[config.mk]
export PLATFORM = sky130hd
export DESIGN_NAME = quadrature_stroke_detector_unit
export DESIGN_NICKNAME = d
export VERILOG_FILES = /design/src/hw/rtl/qsd_pkg.sv /design/src/hw/rtl/quadrature_stroke_detector_unit.sv
export SDC_FILE = /design/constraint.sdc
export NUM_CORES = 2
export LEC_CHECK = 0
export ABC_AREA = 1
export BUFFER_PORTS_ARGS = -buffer_cell sky130_fd_sc_hd__buf_2
export CORE_MARGIN = 2
export CORE_UTILIZATION = 40
export CTS_BUF_LIST = sky130_fd_sc_hd__clkbuf_16
export DETAILED_ROUTE_END_ITERATION = 12
export PLACE_DENSITY = 0.66
export REMOVE_ABC_BUFFERS = 1
export SLEW_MARGIN = 15
export SYNTH_ARGS = -nofsm -noshare
export SYNTH_HDL_FRONTEND = slang
export SYNTH_SLANG_ARGS = --single-unit
[constraint.sdc]
create_clock -name i_clk -period 26.1 [get_ports i_clk]
set_input_delay 5.22 -clock i_clk [delete_from_list [all_inputs] [get_ports i_clk]]
set_output_delay 5.22 -clock i_clk [all_outputs]
set_load 0.1 [all_outputs]
[src/hw/rtl/qsd_pkg.sv]
// Package for the quadrature stroke detector: opcodes, phases, register map,
// ring sizes and the quadrature step table. No dependencies.
package qsd_pkg;

    typedef enum logic [1:0] {
        OP_INIT = 2'd0,
        OP_PINS = 2'd1,
        OP_TICK = 2'd2,
        OP_NONE = 2'd3
    } t_opcode;

    typedef enum logic [1:0] {
        PH_TOP    = 2'd0,
        PH_DOWN   = 2'd1,
        PH_RETURN = 2'd2
    } t_phase;

    localparam logic [2:0] REG_TOP_LEAVE  = 3'd0;
    localparam logic [2:0] REG_TOP_ENTER  = 3'd1;
    localparam logic [2:0] REG_BOTTOM     = 3'd2;
    localparam logic [2:0] REG_MICRO      = 3'd3;
    localparam logic [2:0] REG_SHORT      = 3'd4;
    localparam logic [2:0] REG_GAP        = 3'd5;
    localparam logic [2:0] REG_IDLE       = 3'd6;
    localparam logic [2:0] REG_TIMEOUT    = 3'd7;

    // Stroke-time ring size (a power of two) and the number of intervals summed.
    localparam int RING_DEPTH  = 8;
    localparam int RATE_WINDOW = 5;

    // Position step for (previous pins, new pins), each as {a, b}.
    function automatic logic signed [1:0] quad_step(input logic [3:0] idx);
        logic signed [1:0] d;
        begin
            case (idx)
                4'd1, 4'd7, 4'd8, 4'd14: d = -2'sd1;
                4'd2, 4'd4, 4'd11, 4'd13: d = 2'sd1;
                default: d = 2'sd0;
            endcase
            return d;
        end
    endfunction

endpackage

[src/hw/rtl/quadrature_stroke_detector_unit.sv]
// Quadrature stroke detector: pin decoding, session timing, stroke machine
// and stroke-time ring with a registered interval summary.
// Depends on qsd_pkg.

// Each result beat is registered and is valid in the cycle after its input beat is accepted.
// Throughput: one beat per cycle while the sink takes results; all state updates in a single pass of
// compare and add logic between the input stage and the result register.
// Interval sum and count are rebuilt from the ring each beat (window adders).
// Reset (synchronous, active low) clears all state and the config registers; result data is not reset.
module quadrature_stroke_detector_unit (
    input  logic         i_clk,
    input  logic         i_rst_n,
    // Input stream. tdata: [0] pin_a, [1] pin_b, [33:2] now_ms, rest zero.
    input  logic         s_axis_tvalid,
    output logic         s_axis_tready,
    input  logic [39:0]  s_axis_tdata,
    // tuser: [1:0] opcode.
    input  logic [1:0]   s_axis_tuser,
    // Result stream. tdata from bit 0: position 32, phase 2, session_on 1,
    // active_ms 32, valid_strokes 32, short_strokes 32, micro_strokes 32,
    // valid_travel_sum 48, short_travel_sum 48, micro_travel_sum 48,
    // interval_sum_ms 35, interval_count 3, then zero fill.
    output logic         m_axis_tvalid,
    input  logic         m_axis_tready,
    output logic [351:0] m_axis_tdata,
    // Register port.
    input  logic         psel,
    input  logic         penable,
    input  logic         pwrite,
    input  logic [4:0]   paddr,
    input  logic [31:0]  pwdata,
    output logic [31:0]  prdata,
    output logic         pready
);

    localparam int RW = $clog2(qsd_pkg::RING_DEPTH);
    localparam int CW = $clog2(qsd_pkg::RATE_WINDOW + 1);
    localparam int SW = 32 + $clog2(qsd_pkg::RATE_WINDOW + 1);

    // Configuration registers.
    logic signed [31:0] r_top_leave, r_top_enter, r_bottom;
    logic [30:0] r_micro, r_short;
    logic [31:0] r_gap, r_idle, r_timeout;
    logic [2:0]  w_cfg_idx;
    logic        w_cfg_wr;

    assign pready    = 1'b1;
    assign w_cfg_idx = paddr[4:2];
    assign w_cfg_wr  = psel && penable && pwrite;

    always_ff @(posedge i_clk) begin
        if (!i_rst_n) begin
            r_top_leave <= '0; r_top_enter <= '0; r_bottom <= '0;
            r_micro <= '0; r_short <= '0;
            r_gap <= '0; r_idle <= '0; r_timeout <= '0;
        end else if (w_cfg_wr) begin
            case (w_cfg_idx)
                qsd_pkg::REG_TOP_LEAVE: r_top_leave <= pwdata;
                qsd_pkg::REG_TOP_ENTER: r_top_enter <= pwdata;
                qsd_pkg::REG_BOTTOM:    r_bottom    <= pwdata;
                qsd_pkg::REG_MICRO:     r_micro     <= pwdata[30:0];
                qsd_pkg::REG_SHORT:     r_short     <= pwdata[30:0];
                qsd_pkg::REG_GAP:       r_gap       <= pwdata;
                qsd_pkg::REG_IDLE:      r_idle      <= pwdata;
                qsd_pkg::REG_TIMEOUT:   r_timeout   <= pwdata;
                default: ;
            endcase
        end
    end

    always_comb begin
        case (w_cfg_idx)
            qsd_pkg::REG_TOP_LEAVE: prdata = r_top_leave;
            qsd_pkg::REG_TOP_ENTER: prdata = r_top_enter;
            qsd_pkg::REG_BOTTOM:    prdata = r_bottom;
            qsd_pkg::REG_MICRO:     prdata = {1'b0, r_micro};
            qsd_pkg::REG_SHORT:     prdata = {1'b0, r_short};
            qsd_pkg::REG_GAP:       prdata = r_gap;
            qsd_pkg::REG_IDLE:      prdata = r_idle;
            qsd_pkg::REG_TIMEOUT:   prdata = r_timeout;
            default:                prdata = '0;
        endcase
    end

    // Handshake: the result register frees as soon as the sink takes it.
    logic w_in_fire, w_out_fire;
    assign s_axis_tready = !m_axis_tvalid || m_axis_tready;
    assign w_in_fire     = s_axis_tvalid && s_axis_tready;
    assign w_out_fire    = m_axis_tvalid && m_axis_tready;

    // Block state.
    logic [1:0]          r_prev_pins, n_prev_pins;
    logic signed [31:0]  r_pos, n_pos;
    logic                r_moved, n_moved, r_sess, n_sess;
    logic [31:0]         r_last_move, n_last_move, r_last_acc, n_last_acc;
    logic [31:0]         r_active, n_active;
    qsd_pkg::t_phase     r_phase, n_phase;
    logic signed [31:0]  r_low, n_low, r_high, n_high;
    logic [31:0]         r_last_stroke, n_last_stroke;
    logic [31:0]         r_cnt_v, n_cnt_v, r_cnt_s, n_cnt_s, r_cnt_m, n_cnt_m;
    logic [47:0]         r_sum_v, n_sum_v, r_sum_s, n_sum_s, r_sum_m, n_sum_m;
    logic [31:0]         r_ring [qsd_pkg::RING_DEPTH];
    logic [RW-1:0]       r_slot, n_slot;
    logic                n_ring_wr;

    logic [1:0]          w_op;
    logic [1:0]          w_pins;
    logic [31:0]         w_now;
    logic signed [1:0]   w_step;
    logic [31:0]         w_since_move, w_travel;
    logic signed [31:0]  w_low2, w_high2;

    assign w_op   = s_axis_tuser;
    assign w_pins = {s_axis_tdata[0], s_axis_tdata[1]};
    assign w_now  = s_axis_tdata[33:2];
    assign w_step = qsd_pkg::quad_step({r_prev_pins, w_pins});

    // Next-state logic for one beat.
    always_comb begin
        n_prev_pins = r_prev_pins; n_pos = r_pos; n_moved = r_moved;
        n_sess = r_sess; n_last_move = r_last_move; n_last_acc = r_last_acc;
        n_active = r_active; n_phase = r_phase; n_low = r_low; n_high = r_high;
        n_last_stroke = r_last_stroke;
        n_cnt_v = r_cnt_v; n_cnt_s = r_cnt_s; n_cnt_m = r_cnt_m;
        n_sum_v = r_sum_v; n_sum_s = r_sum_s; n_sum_m = r_sum_m;
        n_slot = r_slot; n_ring_wr = 1'b0;
        w_since_move = '0;
        w_low2  = (r_pos < r_low)  ? r_pos : r_low;
        w_high2 = (r_pos > r_high) ? r_pos : r_high;
        w_travel = w_high2 - w_low2;
        case (qsd_pkg::t_opcode'(w_op))
            qsd_pkg::OP_INIT: n_prev_pins = w_pins;
            qsd_pkg::OP_PINS: begin
                if (w_step != 2'sd0) begin
                    n_pos   = r_pos + {{30{w_step[1]}}, w_step};
                    n_moved = 1'b1;
                end
                n_prev_pins = w_pins;
            end
            qsd_pkg::OP_TICK: begin
                // Session and active time.
                if (r_moved) begin
                    n_last_move = w_now;
                    if (!r_sess) begin
                        n_sess = 1'b1;
                        n_last_acc = w_now;
                    end
                end
                n_moved = 1'b0;
                w_since_move = w_now - n_last_move;
                if (n_sess) begin
                    if (w_since_move <= r_idle && n_last_acc != '0)
                        n_active = r_active + (w_now - n_last_acc);
                    n_last_acc = w_now;
                    if (w_since_move > r_timeout)
                        n_sess = 1'b0;
                end
                // Stroke machine.
                case (r_phase)
                    qsd_pkg::PH_DOWN: begin
                        n_low = w_low2; n_high = w_high2;
                        if (w_low2 <= r_bottom)
                            n_phase = qsd_pkg::PH_RETURN;
                        else if (r_pos >= r_top_enter) begin
                            if (w_travel <= {1'b0, r_micro}) begin
                                n_cnt_m = r_cnt_m + 32'd1;
                                n_sum_m = r_sum_m + {16'd0, w_travel};
                            end else if (w_travel <= {1'b0, r_short}) begin
                                n_cnt_s = r_cnt_s + 32'd1;
                                n_sum_s = r_sum_s + {16'd0, w_travel};
                            end
                            n_phase = qsd_pkg::PH_TOP;
                        end
                    end
                    qsd_pkg::PH_RETURN: begin
                        n_low = w_low2; n_high = w_high2;
                        if (r_pos >= r_top_enter) begin
                            if (w_now - r_last_stroke >= r_gap) begin
                                n_cnt_v = r_cnt_v + 32'd1;
                                n_last_stroke = w_now;
                                n_sum_v = r_sum_v + {16'd0, w_travel};
                                n_ring_wr = 1'b1;
                                n_slot = (r_slot == RW'(qsd_pkg::RING_DEPTH - 1)) ? '0
                                         : r_slot + RW'(1);
                            end
                            n_phase = qsd_pkg::PH_TOP;
                        end
                    end
                    default: begin
                        n_low = r_pos; n_high = r_pos;
                        n_phase = (r_pos <= r_top_leave) ? qsd_pkg::PH_DOWN
                                                         : qsd_pkg::PH_TOP;
                    end
                endcase
            end
            default: ;
        endcase
    end

    always_ff @(posedge i_clk) begin
        if (!i_rst_n) begin
            r_prev_pins <= '0; r_pos <= '0; r_moved <= 1'b0; r_sess <= 1'b0;
            r_last_move <= '0; r_last_acc <= '0; r_active <= '0;
            r_phase <= qsd_pkg::PH_TOP; r_low <= '0; r_high <= '0;
            r_last_stroke <= '0;
            r_cnt_v <= '0; r_cnt_s <= '0; r_cnt_m <= '0;
            r_sum_v <= '0; r_sum_s <= '0; r_sum_m <= '0;
            r_slot <= '0;
            for (int i = 0; i < qsd_pkg::RING_DEPTH; i++) r_ring[i] <= '0;
        end else if (w_in_fire) begin
            r_prev_pins <= n_prev_pins; r_pos <= n_pos; r_moved <= n_moved;
            r_sess <= n_sess; r_last_move <= n_last_move; r_last_acc <= n_last_acc;
            r_active <= n_active; r_phase <= n_phase; r_low <= n_low;
            r_high <= n_high; r_last_stroke <= n_last_stroke;
            r_cnt_v <= n_cnt_v; r_cnt_s <= n_cnt_s; r_cnt_m <= n_cnt_m;
            r_sum_v <= n_sum_v; r_sum_s <= n_sum_s; r_sum_m <= n_sum_m;
            r_slot <= n_slot;
            if (n_ring_wr) r_ring[r_slot] <= w_now;
        end
    end

    // Interval summary over the newest ring pairs, computed from next state.
    // The ring depth is a power of two, so slot indexes wrap on their own.
    logic [31:0]   w_ring_next [qsd_pkg::RING_DEPTH];
    logic [SW-1:0] w_isum;
    logic [CW-1:0] w_icnt;

    always_comb begin
        logic [31:0] t1, t2;
        logic [RW-1:0] k1, k2;
        for (int i = 0; i < qsd_pkg::RING_DEPTH; i++)
            w_ring_next[i] = (n_ring_wr && r_slot == RW'(i)) ? w_now : r_ring[i];
        w_isum = '0;
        w_icnt = '0;
        for (int i = 0; i < qsd_pkg::RATE_WINDOW; i++) begin
            k1 = n_slot - RW'(i + 1);
            k2 = n_slot - RW'(i + 2);
            t1 = w_ring_next[k1];
            t2 = w_ring_next[k2];
            if (t1 != '0 && t2 != '0 && t1 > t2) begin
                w_isum = w_isum + SW'(t1 - t2);
                w_icnt = w_icnt + CW'(1);
            end
        end
    end

    // Result register.
    always_ff @(posedge i_clk) begin
        if (!i_rst_n) begin
            m_axis_tvalid <= 1'b0;
        end else if (w_in_fire) begin
            m_axis_tvalid <= 1'b1;
        end else if (w_out_fire) begin
            m_axis_tvalid <= 1'b0;
        end
    end

    always_ff @(posedge i_clk) begin
        if (w_in_fire) begin
            m_axis_tdata <= {7'd0, 3'(w_icnt), 35'(w_isum), n_sum_m, n_sum_s,
                             n_sum_v, n_cnt_m, n_cnt_s, n_cnt_v, n_active,
                             n_sess, n_phase, n_pos};
        end
    end

`ifndef SYNTH
    // A result beat waiting for the sink must not be overwritten.
    a_hold: assert property (@(posedge i_clk) disable iff (!i_rst_n)
        m_axis_tvalid && !m_axis_tready |=> m_axis_tvalid && $stable(m_axis_tdata))
        else $error("result overwritten while stalled");
    // The phase field never carries the unused code.
    a_phase: assert property (@(posedge i_clk) disable iff (!i_rst_n)
        m_axis_tvalid |-> m_axis_tdata[33:32] != 2'd3)
        else $error("bad phase code");
    // The ring slot advances only on a tick beat.
    a_slot: assert property (@(posedge i_clk) disable iff (!i_rst_n)
        !(w_in_fire && s_axis_tuser == qsd_pkg::OP_TICK) |=> $stable(r_slot))
        else $error("ring slot moved without a tick");
`endif

endmodule

==> impl_results.md <==
* Worst EP required at 26.66 ns
* Worst-path fanout max at 96
* Num CTS Buffers at 156
* Core Rows at 184
* Gr ovfl total at 0
* Detail Route Antenna Nets at 0
* Min-Delay Path Class: flop to flop
* Outcome: complete, no violations
* Width of the chip at 507 um
* Register area share after synthesis at 32.2%
* DRC Markers at 0
* Dominant cells by area after synthesis: edfxtp_1 18%, dfxtp_1 14%, nand2_1 12%, ha_1 11%, inv_1 6.8%
* Clk_skew at 0.0681 ns
* Maximum vdd ir drop at 0.151 mV
* IO Pins at 473
* CP Capture Type: flop
* Cell taking the most area after synthesis: edfxtp_1
* Clock latency on the worst-skew pair at 0.85 ns
* Syn. warnings at 0
* Longest Clk Path Bufs at 3
* Syn Inst Count at 14.4k
* Pin count of the biggest net entering global routing at between 100 and 150
* Part of the cycle the worst path needs at 92.5%
* Max Freq at 0.0414 GHz
* WL/cell at 19.9 um
* Register area at 32600 um2
* DR iter-0 viols at 10.8k
* Total clock sinks at 1329
* Number of enable flip-flop cells after synthesis at approximately 600
* DR vias at 97.5k
* Final hold violation count at 0
* Crit path kind: primary input to flop
* Tmin final at 24.14 ns
* Vias in the first global route at 88.3k
* Placed cell areas at 107000 um2
* Die height at 507 um
* Post-Route WL at 359 mm
* Seq cells post-synth at 1329
* Netlist cell types at 75
* Cell with the most instances after synthesis: nand2_1
* Hold_ws at 0.481 ns
* First-pass GRT wire length at 533 mm
* Setup violators final at 0
* Slew HR at 2.34%
* Crit path setup slack, layout at about 2.0 ns
* # fillers at 25.6k
* Starting Density at 40.3%
* Hold_buf cts at 0
* # port buffers at 456
* Tightest Pin Transition at 1.45 ns
* Worst setup SP type: primary input
* Leakage Power at 0.0529 uW
* Post-cts sizing count at 0
* Crit path largest cell delay at 0.89 ns
* Post-Syn Area at ~100000 um2
* Syn-to-layout area delta at 10.7%
* Vias/cell at 5.40
* Initial antenna violation count at 57
* RSZ-0062 raised after global routing: false
* Max Cap Viol at 0
* Slowest cell on the critical path: buf_4
* Pwr Density at approximately 140 nW/um2
* Layout cells sized above 1 at under 10%
* Multi-input gate area at 59200 um2
* Most common flop cell mapped by yosys: dfxtp_1
* Worst-path clk slew at approximately 0.060 ns
* Core area at 252000 um2
* Syn Area/Cell at about 7.1 um2
* CP Buf/Inv Count at 14
* Fin area at roughly 110000 um2
* CTS Root Cell: clkbuf_16
* Largest delay share family, worst path: simple AND/OR/NAND/NOR gates
* Cell mode on critical path: nand2_1
* H-tree Lvls at 4
* Drt first pass iters at 7
* Top post-synthesis cells by count: 3135 x nand2_1, 1831 x inv_1, 1323 x a21oi_1, 1288 x o21ai_0, 1234 x nand3_1
* Non-filler cells, final at between 15k and 20k
* Nets at 15.6k
* Gr usage total at a little over a quarter
* Post CTS Setup Buffer Count at 0
* Async set or reset register ratio after synthesis at 0%
* Setup WS pre-CTS at 1.54 ns
* Max-slew violation total from the final report at 0
* Post-DP HPWL at 266 mm
* Worst path arrival time at roughly 25 ns
* Total Power at 16100 uW
* CTS tree: built
* Placed cells at 17.7k
* Die Area at between 200000 and 300000 um2
* Synth top area share at ~18%
* GP Congestion at 0.984
worst register-to-register path, delay by kind of cell, from the launching register on:
kind	cells	cell delay, ns
flops	1	0.34
buf+inv	13	2.88
xor+xnor	3	0.57
compound gates	31	6.84
simple gates	61	6.44
fa+ha+maj	7	2.34
state kept, by name, indices dropped and copies added (netlist names), 48 cells and up:
name,count
r_sum_m,48
r_sum_s,48
m_axis_tdata,345
r_ring,256
r_sum_v,48
path summary, 6_finish.rpt:
check | startpoint | cells after the start | to | slack (ns)
worst max-delay path | s_axis_tdata[2] | 120 | m_axis_tdata[341] | 1.96
worst min-delay path | r_idle[27] | 2 | r_idle[27] | 0.48
worst max register to register | r_last_stroke[2] | 115 | m_axis_tdata[341] | 6.42
worst min register to register | r_idle[27] | 2 | r_idle[27] | 0.48
cells in the final DEF, fill, tap and decap left out, drive strengths merged, types with 4 or more instances in the layout:
| cell | netlist | final |
|---|---|---|
| a21boi | 46 | 46 |
| clkinvlp | 0 | 6 |
| nor4 | 31 | 31 |
| nor2 | 1032 | 1032 |
| a21oi | 1325 | 1325 |
| a31o | 5 | 5 |
| a21o | 28 | 28 |
| a221oi | 106 | 106 |
| ha | 886 | 886 |
| nand3 | 1238 | 1238 |
| inv | 1844 | 1883 |
| xnor2 | 196 | 196 |
| o22ai | 65 | 65 |
| o2111ai | 14 | 14 |
| nand2 | 3140 | 3140 |
| dfxtp | 728 | 728 |
| o21bai | 28 | 28 |
| o31ai | 11 | 11 |
| clkinv | 18 | 91 |
| o21a | 33 | 33 |
| o221ai | 16 | 16 |
| diode | 0 | 22 |
| edfxtp | 601 | 601 |
| nand3b | 4 | 4 |
| a31oi | 48 | 48 |
| and2 | 53 | 53 |
| nand4 | 126 | 126 |
| conb | 2 | 8 |
| or2 | 61 | 61 |
| o21ai | 1339 | 1339 |
| o211ai | 95 | 95 |
| clkbuf | 452 | 158 |
| fa | 47 | 47 |
| buf | 185 | 661 |
| xor2 | 397 | 397 |
| bufinv | 0 | 13 |
| a211oi | 32 | 32 |
| nor3 | 99 | 99 |
metal layers:
layer  part of all wire [%]  GRT usage [%]  up-vias  wire, um
li1                       -              -    48500         -
met1                     43           36.4    44300    155000
met2                     42           40.8     3942    152000
met3                     10           6.74      770     37300
met4                    4.2           10.3       48     15000
met5                  0.079              0        -       284
final cells by class:
type | count | share of cell area [%]
diodes | 22 | 0.0491
clock buffers | 158 | 3.52
clock inverters | 131 | 1.11
inverters | 1862 | 6.25
multi-input cells | 10500 | 52.8
flip-flops and latches | 1329 | 29.1
well taps | 3348 | 3.73
repair buffers | 661 | 3.49
logic make-up after synthesis:
logic type / Yosys count / synth area share (%)
AOI/OAI and AO/OA: 3210 / 17.3
xor gates and xnor gates: 593 / 5.13
adders and majority gates: 933 / 11.9
buffers and inverters: 2499 / 9.57
DFF: 1329 / 32.2
other: 2 / 0.00741
and+or+nand+nor: 5792 / 23.9
report_power, final:
part	switching [uW]	internal [uW]
clock network	982	1250
logic	7410	4020
registers	65.8	2410
metrics by stage:
step                util [%]  TNS [ns]
finish                  44.6         0
global route            44.6         0
CTS                     44.6         0
detailed placement      42.5         0
global placement        42.5         0
floorplan                  -   -244.78
Note: power is estimated with default switching activity, not from simulation.
